### src/rtl/bir_pkg.sv
`default_nettype none
// ----------------------------------------------------------------------------
// bir_pkg
// Shared types and constants of the bilinear resize block.
// ----------------------------------------------------------------------------
package bir_pkg;

  localparam int MAX_SRC_WIDTH  = 128;
  localparam int MAX_SRC_HEIGHT = 128;
  localparam int MAX_DST_WIDTH  = 256;
  localparam int MAX_DST_HEIGHT = 256;

  localparam int QUEUE_DEPTH = 2;
  localparam int DIV_W       = 32;   // dividend and quotient width

  localparam logic [1:0] KIND_LOAD = 2'd0;
  localparam logic [1:0] KIND_COMP = 2'd1;
  localparam logic [1:0] KIND_ERR  = 2'd2;

  localparam logic [1:0] REG_SRC_W = 2'd0;
  localparam logic [1:0] REG_SRC_H = 2'd1;
  localparam logic [1:0] REG_DST_W = 2'd2;
  localparam logic [1:0] REG_DST_H = 2'd3;

  typedef struct packed {
    logic [1:0] kind;
    logic [6:0] source_row;
    logic [6:0] source_col;
    logic [7:0] pixel_value;
    logic [7:0] target_row;
    logic [7:0] target_col;
  } cmd_t;

  // effective frame sizes after clamping
  typedef struct packed {
    logic [7:0] sw;
    logic [7:0] sh;
    logic [8:0] tw;
    logic [8:0] th;
  } geom_t;

endpackage
`default_nettype wire

### src/rtl/bir_queue.sv
`default_nettype none
// ----------------------------------------------------------------------------
// bir_queue
// Short command queue between the front and the back.
// ----------------------------------------------------------------------------
module bir_queue import bir_pkg::*; (
  input  wire logic clk,
  input  wire logic rst_n,
  input  wire logic push,
  input  cmd_t      push_cmd,
  input  wire logic pop,
  output      logic full,
  output      logic empty,
  output      cmd_t head
);

  localparam int PTR_W = (QUEUE_DEPTH > 1) ? $clog2(QUEUE_DEPTH) : 1;
  localparam int CNT_W = $clog2(QUEUE_DEPTH + 1);

  cmd_t             mem_r [QUEUE_DEPTH];
  logic [PTR_W-1:0] wr_ptr_r, rd_ptr_r;
  logic [CNT_W-1:0] count_r;

  assign full  = (count_r == CNT_W'(QUEUE_DEPTH));
  assign empty = (count_r == '0);
  assign head  = mem_r[rd_ptr_r];

  always_ff @(posedge clk) begin
    if (push) mem_r[wr_ptr_r] <= push_cmd;
  end

  always_ff @(posedge clk) begin
    if (!rst_n) begin
      wr_ptr_r <= '0;
      rd_ptr_r <= '0;
      count_r  <= '0;
    end else begin
      if (push)
        wr_ptr_r <= (32'(wr_ptr_r) == QUEUE_DEPTH - 1) ? '0 : PTR_W'(wr_ptr_r + 1'b1);
      if (pop)
        rd_ptr_r <= (32'(rd_ptr_r) == QUEUE_DEPTH - 1) ? '0 : PTR_W'(rd_ptr_r + 1'b1);
      if (push && !pop)      count_r <= CNT_W'(count_r + 1'b1);
      else if (pop && !push) count_r <= CNT_W'(count_r - 1'b1);
    end
  end

endmodule
`default_nettype wire

### config.mk
export PLATFORM = sky130hd
export DESIGN_NAME = bir_queue
export DESIGN_NICKNAME = d
export VERILOG_FILES = /design/src/rtl/bir_pkg.sv /design/src/rtl/bir_queue.sv
export SDC_FILE = /design/constraint.sdc
export NUM_CORES = 1
export LEC_CHECK = 0
export CELL_PAD_IN_SITES_DETAIL_PLACEMENT = 2
export CELL_PAD_IN_SITES_GLOBAL_PLACEMENT = 2
export CORE_MARGIN = 3
export CORE_UTILIZATION = 44
export DETAILED_ROUTE_END_ITERATION = 10
export DONT_BUFFER_PORTS = 1
export PLACE_DENSITY = 0.78
export SYNTH_ARGS = -nofsm -noshare
export SYNTH_HDL_FRONTEND = slang
export SYNTH_SLANG_ARGS = --single-unit
### constraint.sdc
create_clock -name clk -period 3.8 [get_ports clk]
set_input_delay 0.57 -clock clk [delete_from_list [all_inputs] [get_ports clk]]
set_output_delay 0.57 -clock clk [all_outputs]
set_load 0.01 [all_outputs]
==> run_results.csv <==
group,metric,value,unit
global_route,grt.total_usage,16.1,%
placed_design,gp_congestion,0.663,
clocking,postCtsSetupBuffers,0,
flow_run,maxCapViolations,0,
critical_path,path_cells,"mux2_2",
critical_path,path_depth,1,
timing,fin_crit_sh,61.7,%
routing,drc,0,
layout,final_cells,251,
critical_path,slowest_stage,"dfxtp_2",
yosys,syn-num-nets,191,
critical_path,worst_ep_arrival_time,1770,ps
clocking,postCtsResizedCells,0,
layout,drive_above_1_share,38.0,%
critical_path,r2r_end,"mem_r[0][19]$_DFFE_PP_",
clocking,cts_buffer_depth,2,
critical_path,path_delay_family,"flip-flops",
critical_path,slowest_delay,950,ps
timing,max_slew.worst_pin.slew,1170,ps
global_route,grt.overflow.total,0,
clocking,clock_sinks,85,
critical_path,required,3230,ps
routing,vias,1274,
critical_path,crit_type,"reg -> out",
timing,rsz0062_at_grt,"false",
timing,finalWorstSetupSlack,1460,ps
yosys,synth.distinct_cells,16,
floorplan,die_h,89.8,µm
floorplan,core,6570,µm²
placed_design,dp.cells,235,
timing,fmax,427,MHz
power_and_ir_drop,peakVddDrop,0.281,mV
clocking,tritoncts,"done",
routing,avgRoutedWirePerCell,24.0,µm
clocking,hold_buffers,0,
critical_path,critPathCapture,"head[23]",
timing,slew_violations,0,
timing,finClkSkew,5.77,ps
global_route,grt_max_degree,42,
timing,finalHoldViolCount,0,
clocking,htree_num_levels,3,
routing,routed_wl,6020,µm
layout,nFillCells,556,
critical_path,startpoint_type,"register",
power_and_ir_drop,p_leak,0.00111,µW
clocking,worstSkewPairLatency,340,ps
clocking,clk_pin_slew_worst_paths,90,ps
clocking,cts_root_buf,"clkbuf_8",
yosys,yosys_register_bits,85,
critical_path,reg2reg_depth,1,
global_route,grt_pass1_wl,9490,µm
layout,final_nets,198,
critical_path,r2r_start,"wr_ptr_r$_SDFFE_PN0P_",
critical_path,end_kind,"primary output",
critical_path,rrSetupSlack,2130,ps
yosys,syn_inst,146,
floorplan,die_w,89.8,µm
routing,first_iter_violations,43,
yosys,yosys_warnings,0,
timing,min_period,2340,ps
routing,first_pass_iters,4,
routing,drtAntennaViolNets,0,
timing,setup_viol,0,
hold_path,min_path_type,"in -> reg",
placed_design,io_buffers,0,
timing,relSlewSlack,21.6,%
global_route,grt_antenna_before_repair,0,
critical_path,cp_max_fo,40,
routing,routed_via_density,5.08,
run_status,status,"complete, no violations",
yosys,synth_area_per_cell,21.2,µm²
timing,fin_tns_setup,0,ps
floorplan,die_area,8070,µm²
critical_path,path_buf_inv,0,
yosys,syn_area,3090,µm²
floorplan,rows,29,
layout,diodes,0,
floorplan,initial_utilization,47.1,%
placed_design,pre_cts_slack,1790,ps
global_route,grt_pass1_vias,1502,
yosys,yosysSeqAreaShare,80.9,%
placed_design,dpl.hpwl,4080,µm
layout,synthToLayoutAreaGrowth,9.83,%
clocking,cts_made_buffers,9,
floorplan,pin_count,86,
power_and_ir_drop,powerDensity,549,nW/µm²
## placed cells by master, fill, tap and decap left out
master,Yosys,final
a21boi_1,1,1
and2_1,4,3
and2_2,0,1
and2b_2,1,1
bufinv_16,0,1
clkbuf_8,0,9
clkinv_2,0,2
clkinv_4,0,1
clkinvlp_4,0,1
dfxtp_1,5,4
dfxtp_2,0,1
edfxtp_1,80,80
ha_1,1,1
inv_1,1,1
inv_6,0,2
mux2_2,40,40
nor2_1,1,1
nor2b_1,2,1
nor2b_4,0,1
o21a_1,1,1
o21ai_0,1,1
or3_1,1,1
xnor2_1,1,1
xor2_1,2,2
## synthesized netlist by cell type
cell type  instances  area (µm²)
edfxtp_1          80        2400
mux2_2            40         450
dfxtp_1            5         100
and2_1             4        25.0
buf_2              4        20.0
nor2b_1            2        12.5
xor2_1             2        17.5
a21boi_1           1        7.51
and2b_2            1        8.76
ha_1               1        12.5
inv_1              1        3.75
nor2_1             1        3.75
o21a_1             1        7.51
o21ai_0            1        5.00
or3_1              1        6.26
xnor2_1            1        8.76
## sequential cells by signal, summed over array words and instances, names as in the netlist, named ones only
signal	count
count_r	2
mem_r	80
rd_ptr_r	1
wr_ptr_r	1
## stage by stage
stage | util, % | instance area [µm²] | power [µW] | hold WS (ps)
4_1_cts | 51.7 | 3400 | 1890 | 297
3_3_place_gp | 48.7 | 3200 | 1260 | 476
3_5_place_dp | 48.7 | 3200 | 1270 | 568
2_1_floorplan | - | 3090 | 1240 | 466
6_report | 51.7 | 3400 | 1870 | 314
5_1_grt | 51.7 | 3400 | 1940 | 282
## layout make-up
type | instances | area, µm² | share of cell area (%)
Clock inverter | 7 | 73.8 | 2.17
Tap cell | 93 | 116 | 3.43
Inverter | 1 | 3.75 | 0.111
Clock buffer | 9 | 124 | 3.65
Multi-Input combinational cell | 56 | 574 | 16.9
Sequential cell | 85 | 2500 | 73.7
## report_power, final
part	internal, µW	switching [µW]	leakage [µW]
clock network	307	315	0.000100
logic	57.7	72.0	0.000213
registers	1080	33.1	0.000793
total	1440	420	0.00111
## logic make-up (layout without fill, tap and decap cells)
| family | after synthesis | count (layout) | share of synthesized area (%) |
|---|---|---|---|
| adder cells (fa/ha/maj) | 1 | 1 | 0.405 |
| AND/OR/NAND/NOR | 9 | 9 | 1.82 |
| XOR/XNOR | 3 | 3 | 0.850 |
| flip-flops | 85 | 85 | 80.9 |
| AO/OA/AOI/OAI | 3 | 3 | 0.648 |
| multiplexers | 40 | 40 | 14.6 |
| buffers and inverters | 5 | 17 | 0.769 |
## worst min path at each step
stage | end | slack, ps | start | cells after the start
floorplan | count_r[1]$_SDFFE_PN0P_ | 470 | count_r[1]$_SDFFE_PN0P_ | 2
global placement | count_r[1]$_SDFFE_PN0P_ | 480 | count_r[1]$_SDFFE_PN0P_ | 2
detailed placement | count_r[1]$_SDFFE_PN0P_ | 570 | count_r[1]$_SDFFE_PN0P_ | 2
CTS | mem_r[0][32]$_DFFE_PP_ | 300 | push_cmd[32] | 0
global route | mem_r[1][12]$_DFFE_PP_ | 280 | push_cmd[12] | 0
finish | mem_r[1][28]$_DFFE_PP_ | 310 | push_cmd[28] | 0
## layer usage
| layer | up-vias | track usage, % | routed length, µm |
|---|---|---|---|
| li1 | 578 | - | - |
| met1 | 630 | 16.3 | 2070 |
| met2 | 58 | 29.3 | 3410 |
| met3 | 8 | 6.43 | 431 |
| met4 | 0 | 6.77 | 108 |
| met5 | - | 0 | 0 |
Note: power is estimated with default switching activity, not from simulation.
