**config.mk**
```make
export PLATFORM = sky130hd
export DESIGN_NAME = bir_front
export DESIGN_NICKNAME = d
export VERILOG_FILES = /design/src/rtl/bir_pkg.sv /design/src/rtl/bir_front.sv
export SDC_FILE = /design/constraint.sdc
export NUM_CORES = 1
export LEC_CHECK = 0
export ABC_AREA = 1
export ABC_CLOCK_PERIOD_IN_PS = 2440
export BUFFER_PORTS_ARGS = -buffer_cell sky130_fd_sc_hd__clkbuf_2
export CAP_MARGIN = 10
export CORE_MARGIN = 2
export CORE_UTILIZATION = 30
export CTS_BUF_LIST = sky130_fd_sc_hd__clkbuf_8
export CTS_CLUSTER_SIZE = 20
export DETAILED_ROUTE_END_ITERATION = 8
export GPL_ROUTABILITY_DRIVEN = 0
export PLACE_DENSITY = 0.71
export SETUP_SLACK_MARGIN = 0.1
export SLEW_MARGIN = 20
export SYNTH_ARGS = -nofsm -noshare
export SYNTH_HDL_FRONTEND = slang
export SYNTH_SLANG_ARGS = --single-unit
```
**constraint.sdc**
```tcl
create_clock -name clk -period 2.44 [get_ports clk]
set_clock_uncertainty 0.1 [all_clocks]
set_input_delay 0.244 -clock clk [delete_from_list [all_inputs] [get_ports clk]]
set_output_delay 0.244 -clock clk [all_outputs]
set_load 0.02 [all_outputs]
```
**src/rtl/bir_pkg.sv**
```systemverilog
`default_nettype none
// ----------------------------------------------------------------------------
// bir_pkg
// Shared types and constants of the bilinear resize block.
// ----------------------------------------------------------------------------
package bir_pkg;

  localparam int MAX_SRC_WIDTH  = 128;
  localparam int MAX_SRC_HEIGHT = 128;
  localparam int MAX_DST_WIDTH  = 256;
  localparam int MAX_DST_HEIGHT = 256;

  localparam int QUEUE_DEPTH = 2;
  localparam int DIV_W       = 32;   // dividend and quotient width

  localparam logic [1:0] KIND_LOAD = 2'd0;
  localparam logic [1:0] KIND_COMP = 2'd1;
  localparam logic [1:0] KIND_ERR  = 2'd2;

  localparam logic [1:0] REG_SRC_W = 2'd0;
  localparam logic [1:0] REG_SRC_H = 2'd1;
  localparam logic [1:0] REG_DST_W = 2'd2;
  localparam logic [1:0] REG_DST_H = 2'd3;

  typedef struct packed {
    logic [1:0] kind;
    logic [6:0] source_row;
    logic [6:0] source_col;
    logic [7:0] pixel_value;
    logic [7:0] target_row;
    logic [7:0] target_col;
  } cmd_t;

  // effective frame sizes after clamping
  typedef struct packed {
    logic [7:0] sw;
    logic [7:0] sh;
    logic [8:0] tw;
    logic [8:0] th;
  } geom_t;

endpackage
`default_nettype wire

```
**src/rtl/bir_front.sv**
```systemverilog
`default_nettype none
// ----------------------------------------------------------------------------
// bir_front
// Holds the size registers, accepts items and classifies them for the queue.
// ----------------------------------------------------------------------------
module bir_front import bir_pkg::*; (
  input  wire logic        clk,
  input  wire logic        rst_n,
  input  wire logic        cfg_we,
  input  wire logic [1:0]  cfg_index,
  input  wire logic [8:0]  cfg_data,
  input  wire logic        in_tvalid,
  output      logic        in_tready,
  input  wire logic [39:0] in_tdata,
  input  wire logic        in_tuser,
  input  wire logic        q_full,
  output      logic        q_push,
  output      cmd_t        q_cmd,
  output      geom_t       geom
);

  logic [7:0] src_w_r, src_h_r;
  logic [8:0] dst_w_r, dst_h_r;

  always_ff @(posedge clk) begin
    if (!rst_n) begin
      src_w_r <= 8'd128;
      src_h_r <= 8'd128;
      dst_w_r <= 9'd128;
      dst_h_r <= 9'd128;
    end else if (cfg_we) begin
      unique case (cfg_index)
        REG_SRC_W: src_w_r <= cfg_data[7:0];
        REG_SRC_H: src_h_r <= cfg_data[7:0];
        REG_DST_W: dst_w_r <= cfg_data;
        REG_DST_H: dst_h_r <= cfg_data;
        default:   ;
      endcase
    end
  end

  always_comb begin
    if (src_w_r == 8'd0)                      geom.sw = 8'd1;
    else if (32'(src_w_r) > MAX_SRC_WIDTH)    geom.sw = 8'(MAX_SRC_WIDTH);
    else                                      geom.sw = src_w_r;
    if (src_h_r == 8'd0)                      geom.sh = 8'd1;
    else if (32'(src_h_r) > MAX_SRC_HEIGHT)   geom.sh = 8'(MAX_SRC_HEIGHT);
    else                                      geom.sh = src_h_r;
    geom.tw = (32'(dst_w_r) > MAX_DST_WIDTH)  ? 9'(MAX_DST_WIDTH)  : dst_w_r;
    geom.th = (32'(dst_h_r) > MAX_DST_HEIGHT) ? 9'(MAX_DST_HEIGHT) : dst_h_r;
  end

  logic load_in_range;

  always_comb begin
    q_cmd.source_row  = in_tdata[6:0];
    q_cmd.source_col  = in_tdata[13:7];
    q_cmd.pixel_value = in_tdata[21:14];
    q_cmd.target_row  = in_tdata[29:22];
    q_cmd.target_col  = in_tdata[37:30];
    load_in_range = (32'(in_tdata[6:0]) < MAX_SRC_HEIGHT) &&
                    (32'(in_tdata[13:7]) < MAX_SRC_WIDTH);
    if (!in_tuser)
      q_cmd.kind = KIND_LOAD;
    else if ({1'b0, in_tdata[29:22]} >= geom.th || {1'b0, in_tdata[37:30]} >= geom.tw)
      q_cmd.kind = KIND_ERR;
    else
      q_cmd.kind = KIND_COMP;
  end

  assign in_tready = !q_full;
  // drop loads that fall outside the store
  assign q_push = in_tvalid && !q_full && (in_tuser || load_in_range);

endmodule
`default_nettype wire

```
==> results of run 1 <==
==> layer usage <==
layer / wire, um / global-route usage [%]
met1: 2428 / 15.86
met2: 2541 / 21.39
met3: 347 / 2.755
met4: 29 / 3.718
met5: 0 / 0
==> worst max-delay path: cells and delay by family, from the launching register on <==
kind	cells	cell delay, ps
flip-flops	1	330
buffers and inverters	4	270
adder cells (fa/ha/maj)	1	270
AND/OR/NAND/NOR	12	1010
==> cell type report <==
type / instances / area [sq um]
multi-input cells: 186 / 1104
inverters: 57 / 214.0
well taps: 99 / 123.9
flip-flops and latches: 34 / 685.7
clock inverters: 2 / 8.758
repair buffers: 92 / 484.2
clock buffers: 6 / 82.58
fillers: 763 / 4551
==> state kept, by name (all words and copies together) (netlist names) <==
name	cells
dst_h_r	9
dst_w_r	9
src_w_r	8
src_h_r	8
==> placed cells by master, fill, tap and decap left out, drive strengths merged <==
cell type  synthesis  final
a21oi             32     32
and3               2      2
buf               42      8
clkbuf             6     90
clkinv             0      1
dfxtp             34     34
ha                16     16
inv               57     58
nand2             39     39
nand3              7      7
nand3b             1      1
nand4              3      3
nor2              46     46
nor3               2      2
nor4               2      2
o211ai             3      3
o21a               3      3
o21ai             30     30
==> worst min-delay path by stage <==
stage / start / end / slack (ps) / cells past startpoint
2_1_floorplan: cfg_data[7] / src_h_r[7]$_SDFFE_PN1P_ / 270 / 2
3_3_place_gp: dst_h_r[7]$_SDFFE_PN1P_ / dst_h_r[7]$_SDFFE_PN1P_ / 360 / 2
3_5_place_dp: dst_h_r[7]$_SDFFE_PN1P_ / dst_h_r[7]$_SDFFE_PN1P_ / 360 / 2
4_1_cts: cfg_data[8] / dst_h_r[8]$_SDFFE_PN0P_ / 160 / 3
5_1_grt: cfg_data[7] / src_w_r[7]$_SDFFE_PN1P_ / 210 / 3
6_report: cfg_data[7] / src_h_r[7]$_SDFFE_PN1P_ / 170 / 3
==> power by group through the flow <==
stage               combinational (uW)  sequential (uW)  clock [uW]
global route                       422              608         454
detailed placement                 351              612           0
finish                             375              606         415
CTS                                367              603         425
floorplan                          304              608           0
global placement                   343              611           0
==> metrics by stage <==
stage / util, % / setup TNS (ps) / hold WS [ps]
detailed placement: 34.19 / 0 / 358.2
global route: 37.26 / -440.7 / 206.1
CTS: 36.48 / -120.8 / 161.4
floorplan: - / 0 / 274.4
finish: 37.26 / -76.88 / 172.7
global placement: 34.19 / 0 / 357.3
==> timing repair <==
action                     CTS  global route
setup endpoints to repair    2             2
pin swaps                    2            11
resized for setup           17            14
buffers inserted             2             3
==> Yosys cell counts, types with 6 or more instances <==
| cell type | count |
|---|---|
| nor2_1 | 44 |
| ha_1 | 16 |
| dfxtp_1 | 34 |
| clkbuf_1 | 6 |
| nand2_1 | 39 |
| nand3_1 | 6 |
| a21oi_1 | 29 |
| o21ai_0 | 25 |
| buf_4 | 39 |
| inv_1 | 54 |
==> cell families (layout without fill, tap and decap cells) <==
kind of cell | Yosys count | in the layout | synth area share, %
buffers and inverters | 105 | 157 | 24.47
and+or+nand+nor | 102 | 102 | 19.35
AOI/OAI and AO/OA | 68 | 68 | 17.02
DFF | 34 | 34 | 30.26
adders and majority gates | 16 | 16 | 8.899
==> out/qor.yml, run 1 <==
synth_cell_type_count: 28
synth_area_leaders: "dfxtp_1 (30%), buf_4 (13%), inv_1 (9.0%)"
cts_tree: "yes"
cts_made_buffers: 5
max_slew.worst_pin.slew_ps: 624.5
placedCellCount: 463
wirelength_mm: 5.346
clk-insertion-delay-late_ps: 280
ios: 133
initial_core_util_pct: 31.02
place_area_sq_mm: 0.002480
p_int_uw: 949.4
synth_cells: 325
clockBufferDepth: 2
swShare_pct: 31.97
p_per_area_mw_per_mm2: 516.4
nets: 449
ys_dominant_reg_cell: "dfxtp_1"
rsz0062_at_grt: "yes"
synth_largest_area_cell: "dfxtp_1"
vias: 2060
wl_per_cell_um: 11.23
clkTransAtPathRegs_ps: 70
hold_viol_final: 0
clockPowerShare_pct: 29.8
setup_viol: 2
via_per_inst: 4.328
setup.worst_path.end: "q_cmd[38]"
htree_levels: 2
cellLeakagePower_uw: 0.001352
cp_slowest_cell: "dfxtp_2"
drive_above_1_share_pct: 36.34
grt_start_max_net_pins: 35
synthArstFlopShare_pct: 0
core_area_sq_mm: 0.007253
drt-pass1-iter-count: 4
portBuffers: 86
reg2reg_slack_ps: 1530
synth_edf_count: 0
clock_sinks: 34
syn_area_sq_mm: 0.002250
cp_common_cell: "nand2_1"
ys_ff_latch: 34
p_sw_uw: 446.2
remaining_drc_errors: 0
r2r_start: "src_h_r[7]$_SDFFE_PN1P_"
cp-end-kind: "output port"
max_freq_mhz: 401.7
antenna_found_initial: 0
ant_nets: 0
hpwl_mm: 4.107
cts_root_buffer: "clkbuf_8"
required_ps: 2100
ir_drop_mv: 0.3769
period_share_pct: 102.0
worstPathArrival_ps: 2150
drt-initial-drc-count: 82
critical_path_class: "reg2out"
grt_usage_pct: 12.57
slew_violations: 0
die_height_um: 90.60
ys_seq_area_share_pct: 30.26
start_kind: "flip-flop"
fin_cells: 476
power_uw: 1396
comb_power_share_pct: 26.8
row_count: 31
p_seq_share_pct: 43.4
avgSynthCellArea_sq_um: 6.922
synth_nets: 398
diodes: 0
grt-ovfl-total: 0
die_area_sq_mm: 0.008207
yosysWarningCount: 0
first_global_vias: 1859
critPathLaunch: "dst_h_r[7]$_SDFFE_PN1P_"
postLayoutCellArea_sq_mm: 0.002703
cts_hold_buf: 0
r2r_cells: 2
layout_setup_ws_ps: -49.34
rr_endpoint: "src_h_r[7]$_SDFFE_PN1P_"
path_cells: "inv_2 > nand4_1 > nor2_2 > nor2_4 > nor2_2 > inv_1 > ha_1 > nand2_1 > inv_1 > nand2_1 > nand2_1 > nand2_1 > nand2_1 > nand2_1 > nand3_2 > nor2_1 > buf_4"
failed_checks: "setup timing"
relSlewSlack_pct: 58.36
period_needed_ps: 2489
dp_slack_ps: 72.73
syn2layout_area_growth_pct: 20.13
slowest_delay_ps: 330
crit_fanout: 8
cap_violations: 0
run_status: "finished, violations left"
die_x_um: 90.60
worstHoldPathType: "in2reg"
grt_pass1_wl_mm: 8.335
synth.top_cell.area_share_pct: 30.26
(Power assumes the default switching activity.)
==> inputs of run 2 (changes only) <==
--- a/config.mk
+++ b/config.mk
@@ -9,13 +9,16 @@
 export ABC_CLOCK_PERIOD_IN_PS = 2440
 export BUFFER_PORTS_ARGS = -buffer_cell sky130_fd_sc_hd__clkbuf_2
 export CAP_MARGIN = 10
+export CELL_PAD_IN_SITES_DETAIL_PLACEMENT = 1
+export CELL_PAD_IN_SITES_GLOBAL_PLACEMENT = 1
 export CORE_MARGIN = 2
 export CORE_UTILIZATION = 30
 export CTS_BUF_LIST = sky130_fd_sc_hd__clkbuf_8
 export CTS_CLUSTER_SIZE = 20
 export DETAILED_ROUTE_END_ITERATION = 8
 export GPL_ROUTABILITY_DRIVEN = 0
-export PLACE_DENSITY = 0.71
+export GPL_TIMING_DRIVEN = 0
+export PLACE_DENSITY = 0.95
 export SETUP_SLACK_MARGIN = 0.1
 export SLEW_MARGIN = 20
 export SYNTH_ARGS = -nofsm -noshare
==> run 2 against run 1 <==
  * The run still ends with setup timing left
  * Hold slack got worse by 28 ps
  * Register-to-register slack hardly changed
  * Non-clock buffer count rose by 73
  * Clock-buffer cell count stayed put
  * Total power rose by 11%
==> out/qor.yml, run 2 (synthesis results as in run 1) <==
cellLeakagePower_uw: 0.001678
die_x_um: 90.60
slew_violations: 0
hold_viol_final: 0
required_ps: 2100
postLayoutCellArea_sq_mm: 0.003261
drt-initial-drc-count: 84
die_height_um: 90.60
vias: 2467
run_status: "finished, violations left"
ir_drop_mv: 0.2699
grt_pass1_wl_mm: 11.18
min-delay-start: "cfg_data[7]"
cp-end-kind: "output port"
clkTransAtPathRegs_ps: 70
hold_depth: 3
hold_ws_ps: 144.2
cap_violations: 0
layout_setup_ws_ps: -119.8
syn2layout_area_growth_pct: 44.94
wl_per_cell_um: 12.88
htree_levels: 2
period_share_pct: 104.9
grt_usage_pct: 16.45
nets: 522
remaining_drc_errors: 0
clockBufferDepth: 2
relSlewSlack_pct: 75.63
start_kind: "flip-flop"
worstHoldPathType: "in2reg"
p_per_area_mw_per_mm2: 475.1
rr_endpoint: "src_h_r[7]$_SDFFE_PN1P_"
max_slew.worst_pin.slew_ps: 365.5
hpwl_mm: 5.517
grt_start_max_net_pins: 11
grt-ovfl-total: 0
rsz0062_at_grt: "yes"
drt-pass1-iter-count: 4
drive_above_1_share_pct: 50.22
reg_top3: "dst_h_r x9, dst_w_r x9"
place_area_sq_mm: 0.002919
crit_fanout: 5
diodes: 0
via_per_inst: 4.494
antenna_found_initial: 0
regArea_sq_um: 694.4
clk-insertion-delay-late_ps: 290
max_freq_mhz: 390.7
initial_core_util_pct: 31.02
r2r_cells: 2
clock_sinks: 34
dp_slack_ps: -112.7
cts_root_buffer: "clkbuf_8"
reg2reg_slack_ps: 1540
first_global_vias: 2441
die_area_sq_mm: 0.008207
nFillCells: 940
final_cell_mix: "clkbuf_2 (106), buf_4 (48), inv_1 (43)"
worstPathArrival_ps: 2220
failed_checks: "setup timing"
wirelength_mm: 7.073
core_area_sq_mm: 0.007253
multiInputGateArea_sq_mm: 0.001175
period_needed_ps: 2560
r2r_start: "src_h_r[7]$_SDFFE_PN1P_"
min_to: "src_h_r[7]$_SDFFE_PN1P_"
portBuffers: 108
ant_nets: 0
ios: 133
critical_path_class: "reg2out"
final_common_cell: "clkbuf_2"
cts_tree: "yes"
setup_viol: 2
cts_hold_buf: 0
cts_made_buffers: 5
row_count: 31
## run 2: changes by cell type in the layout (fill, tap and decap cells not counted), moves of 4 or more
cell | previous run | this run
nand2_2 | 0 | 5
nand2_1 | 39 | 34
dfxtp_1 | 30 | 25
clkbuf_1 | 0 | 6
clkbuf_2 | 84 | 106
buf_4 | 7 | 48
nor2_1 | 38 | 34
dfxtp_2 | 4 | 8
## run 2: what timing repair did
item,CTS,global route
setup endpoints to repair,2,2
endpoints found under the hold margin,0,0
pin swaps,12,19
cloned,0,0
resized for setup,27,28
buffers inserted,7,2
## run 2: worst max-delay path, cell delays in order (launching register included)
cell and delay [ps]:
dfxtp_4 360, nor4_4 270, a21oi_2 120, inv_2 110, nand2_1 60, ha_1 280
nand2_1 60, nand2_1 50, nand2_1 70, nand3_2 100, nand2_2 70, nand3_2 80
nor2_2 100, clkbuf_8 150
## run 2: per-layer routing
metal	wire (um)	track usage, %
met4	53	3.077
met3	462	4.508
met2	3661	29.98
met1	2896	19.29
met5	0	0
## run 2: worst max path at each step
stage | start | to | slack, ps | cells past startpoint
after floorplan | dst_h_r[2]$_SDFFE_PN0P_ | q_cmd[38] | 100 | 12
after global placement | dst_h_r[7]$_SDFFE_PN1P_ | q_cmd[38] | 60 | 16
after detailed placement | dst_h_r[2]$_SDFFE_PN0P_ | q_cmd[38] | -110 | 17
after CTS | dst_h_r[2]$_SDFFE_PN0P_ | q_cmd[38] | -190 | 17
after global routing | dst_w_r[5]$_SDFFE_PN0P_ | q_cmd[39] | -300 | 14
final | dst_w_r[5]$_SDFFE_PN0P_ | q_cmd[38] | -120 | 13
## run 2: through the flow
stage / cells / total power, uW / setup TNS (ps) / utilization, %
6_report: 549 / 1549 / -227.4 / 44.95
5_1_grt: 549 / 1645 / -590.3 / 44.95
4_1_cts: 547 / 1537 / -342.8 / 43.44
3_5_place_dp: 532 / 1067 / -154.6 / 40.25
3_3_place_gp: 532 / 1046 / 0 / 40.25
2_1_floorplan: 325 / 912.0 / 0 / -
## run 2: layout make-up
| type | count | area share, % |
|---|---|---|
| tap | 99 | 3.799 |
| sequential | 34 | 21.30 |
| multi-input combinational | 186 | 36.03 |
| buffer | 48 | 10.32 |
| clock inverter | 2 | 0.2686 |
| timing repair buffer | 117 | 19.19 |
| inverter | 57 | 6.562 |
| clock buffer | 6 | 2.533 |
## run 2: where the power goes
part           internal (uW)  switching, uW  leakage [uW]  total (uW)
combinational            211            296       0.00134         507
clock                    223            212     0.0000524         435
sequential               585           21.7      0.000281         607
==> inputs of run 3 (changes only) <==
--- a/config.mk
+++ b/config.mk
@@ -19,6 +19,7 @@
 export GPL_ROUTABILITY_DRIVEN = 0
 export GPL_TIMING_DRIVEN = 0
 export PLACE_DENSITY = 0.95
+export REMOVE_ABC_BUFFERS = 1
 export SETUP_SLACK_MARGIN = 0.1
 export SLEW_MARGIN = 20
 export SYNTH_ARGS = -nofsm -noshare
==> run 3 against run 2 <==
  * The flow still finishes with violations (setup timing)
  * Critical path depth unchanged
  * Die area unchanged
  * Via count down 8.6%
  * Global-route usage up 0.35 points
  * Register-to-register slack worse by 20 ps
  * Combinational power down 20%
  * Clock-buffer cell count down 1
  * Sequential power about the same
==> out/qor.yml, run 3 (synthesis results as in run 1) <==
period_share_pct: 105.2
place_area_sq_mm: 0.002467
worstPathArrival_ps: 2220
vias: 2254
grt-ovfl-total: 0
max_slew.worst_pin.slew_ps: 642.4
nets: 454
layout_setup_ws_ps: -126.3
run_status: "finished, violations left"
tns_ps: -242.2
postLayoutCellArea_sq_mm: 0.002781
clockPowerShare_pct: 27.1
htree_levels: 2
first_global_vias: 2265
via_per_inst: 4.696
worstHoldPathType: "in2reg"
cp-end-kind: "output port"
drive_above_1_share_pct: 40.16
p_per_area_mw_per_mm2: 499.9
clkTransAtPathRegs_ps: 60
remaining_drc_errors: 0
nFillCells: 937
final_cell_mix: "clkbuf_2 (84), inv_1 (44), nand2_1 (36)"
slew_violations: 0
drt-pass1-iter-count: 4
start_kind: "flip-flop"
cts_root_buffer: "clkbuf_8"
swShare_pct: 33.29
crit_fanout: 5
comb_power_share_pct: 29.3
clk-insertion-delay-late_ps: 280
clockBufferDepth: 2
hold_viol_final: 0
ios: 133
clock_sinks: 34
core_area_sq_mm: 0.007253
critical_path_class: "reg2out"
grt_pass1_wl_mm: 11.06
initial_core_util_pct: 31.02
p_sw_uw: 462.9
cap_violations: 0
ant_nets: 0
p_seq_share_pct: 43.6
relSlewSlack_pct: 57.18
failed_checks: "setup timing"
max_freq_mhz: 389.7
ir_drop_mv: 0.3366
die_height_um: 90.60
cts_tree: "yes"
die_area_sq_mm: 0.008207
period_needed_ps: 2566
diodes: 0
row_count: 31
final_common_cell: "clkbuf_2"
portBuffers: 86
antenna_found_initial: 0
required_ps: 2100
grt_usage_pct: 16.80
hpwl_mm: 5.279
syn2layout_area_growth_pct: 23.64
p_int_uw: 927.5
die_x_um: 90.60
setup_viol: 2
wirelength_mm: 6.918
wl_per_cell_um: 14.41
reg_top3: "dst_h_r x9, dst_w_r x9"
grt_start_max_net_pins: 35
rsz0062_at_grt: "yes"
cts_made_buffers: 5
drt-initial-drc-count: 86
cellLeakagePower_uw: 0.001373
==> run 3: what timing repair did <==
action,in CTS,in global routing
gates cloned,0,0
hold buffers,0,0
endpoints found under the hold margin,0,0
setup endpoints to repair,2,2
buffers inserted,9,2
pin swaps,11,6
gates resized for setup,35,13
==> run 3: worst max-delay path: stages, from the launching register on <==
cell	delay, ps
dfxtp_1	350
nor4_4	280
a21oi_2	120
inv_2	110
nand2_1	70
ha_1	300
nand2_1	60
nand3b_1	150
nand3_1	80
nand2_1	80
nand3_2	90
nand2_1	60
inv_1	60
clkbuf_8	140
==> run 3: path summary, 6_finish.rpt <==
path | slack (ps) | start | cells after the start | endpoint
hold reg to reg | 380 | dst_h_r[7]$_SDFFE_PN1P_ | 2 | dst_h_r[7]$_SDFFE_PN1P_
setup / recovery | -130 | dst_w_r[1]$_SDFFE_PN0P_ | 13 | q_cmd[39]
hold / removal | 150 | cfg_data[7] | 3 | src_h_r[7]$_SDFFE_PN1P_
setup reg to reg | 1520 | src_h_r[7]$_SDFFE_PN1P_ | 2 | src_h_r[7]$_SDFFE_PN1P_
==> run 3: power by group through the flow <==
stage          logic, uW  registers [uW]  clock network (uW)
3_5_place_dp         359             613                   0
2_1_floorplan        198             612                   0
3_3_place_gp         341             611                   0
6_report             407             606                 377
4_1_cts              397             605                 384
5_1_grt              458             610                 405
==> run 3: stage by stage <==
stage / hold slack (ps) / utilization (%) / std cells / total power (uW) / setup slack, ps
after floorplan: 219.5 / - / 277 / 810.2 / 48.88
after global placement: 356.4 / 34.02 / 462 / 952.0 / 76.55
after detailed placement: 359.5 / 34.02 / 462 / 972.2 / -35.57
after CTS: 151.8 / 37.69 / 478 / 1386 / -122.1
after global routing: 181.6 / 38.35 / 480 / 1473 / -337.8
final: 152.9 / 38.35 / 480 / 1390 / -126.3
==> run 3: routing by layer <==
metal	global-route usage [%]	vias up	share of wire, %
li1	-	1106	-
met1	19.69	1050	44
met2	29.73	91	48
met3	5.342	7	6.9
met4	3.846	0	0.66
met5	0	-	0
==> run 3: layout make-up <==
cell class                      instances  area, sq um  area share [%]
Clock buffer                            5        68.82           2.474
Clock inverter                          2        7.507          0.2699
Inverter                               57        214.0           7.692
Multi-Input combinational cell        186         1149           41.30
Sequential cell                        34        690.7           24.83
Tap cell                               99        123.9           4.453
Timing Repair Buffer                   97        528.0           18.98
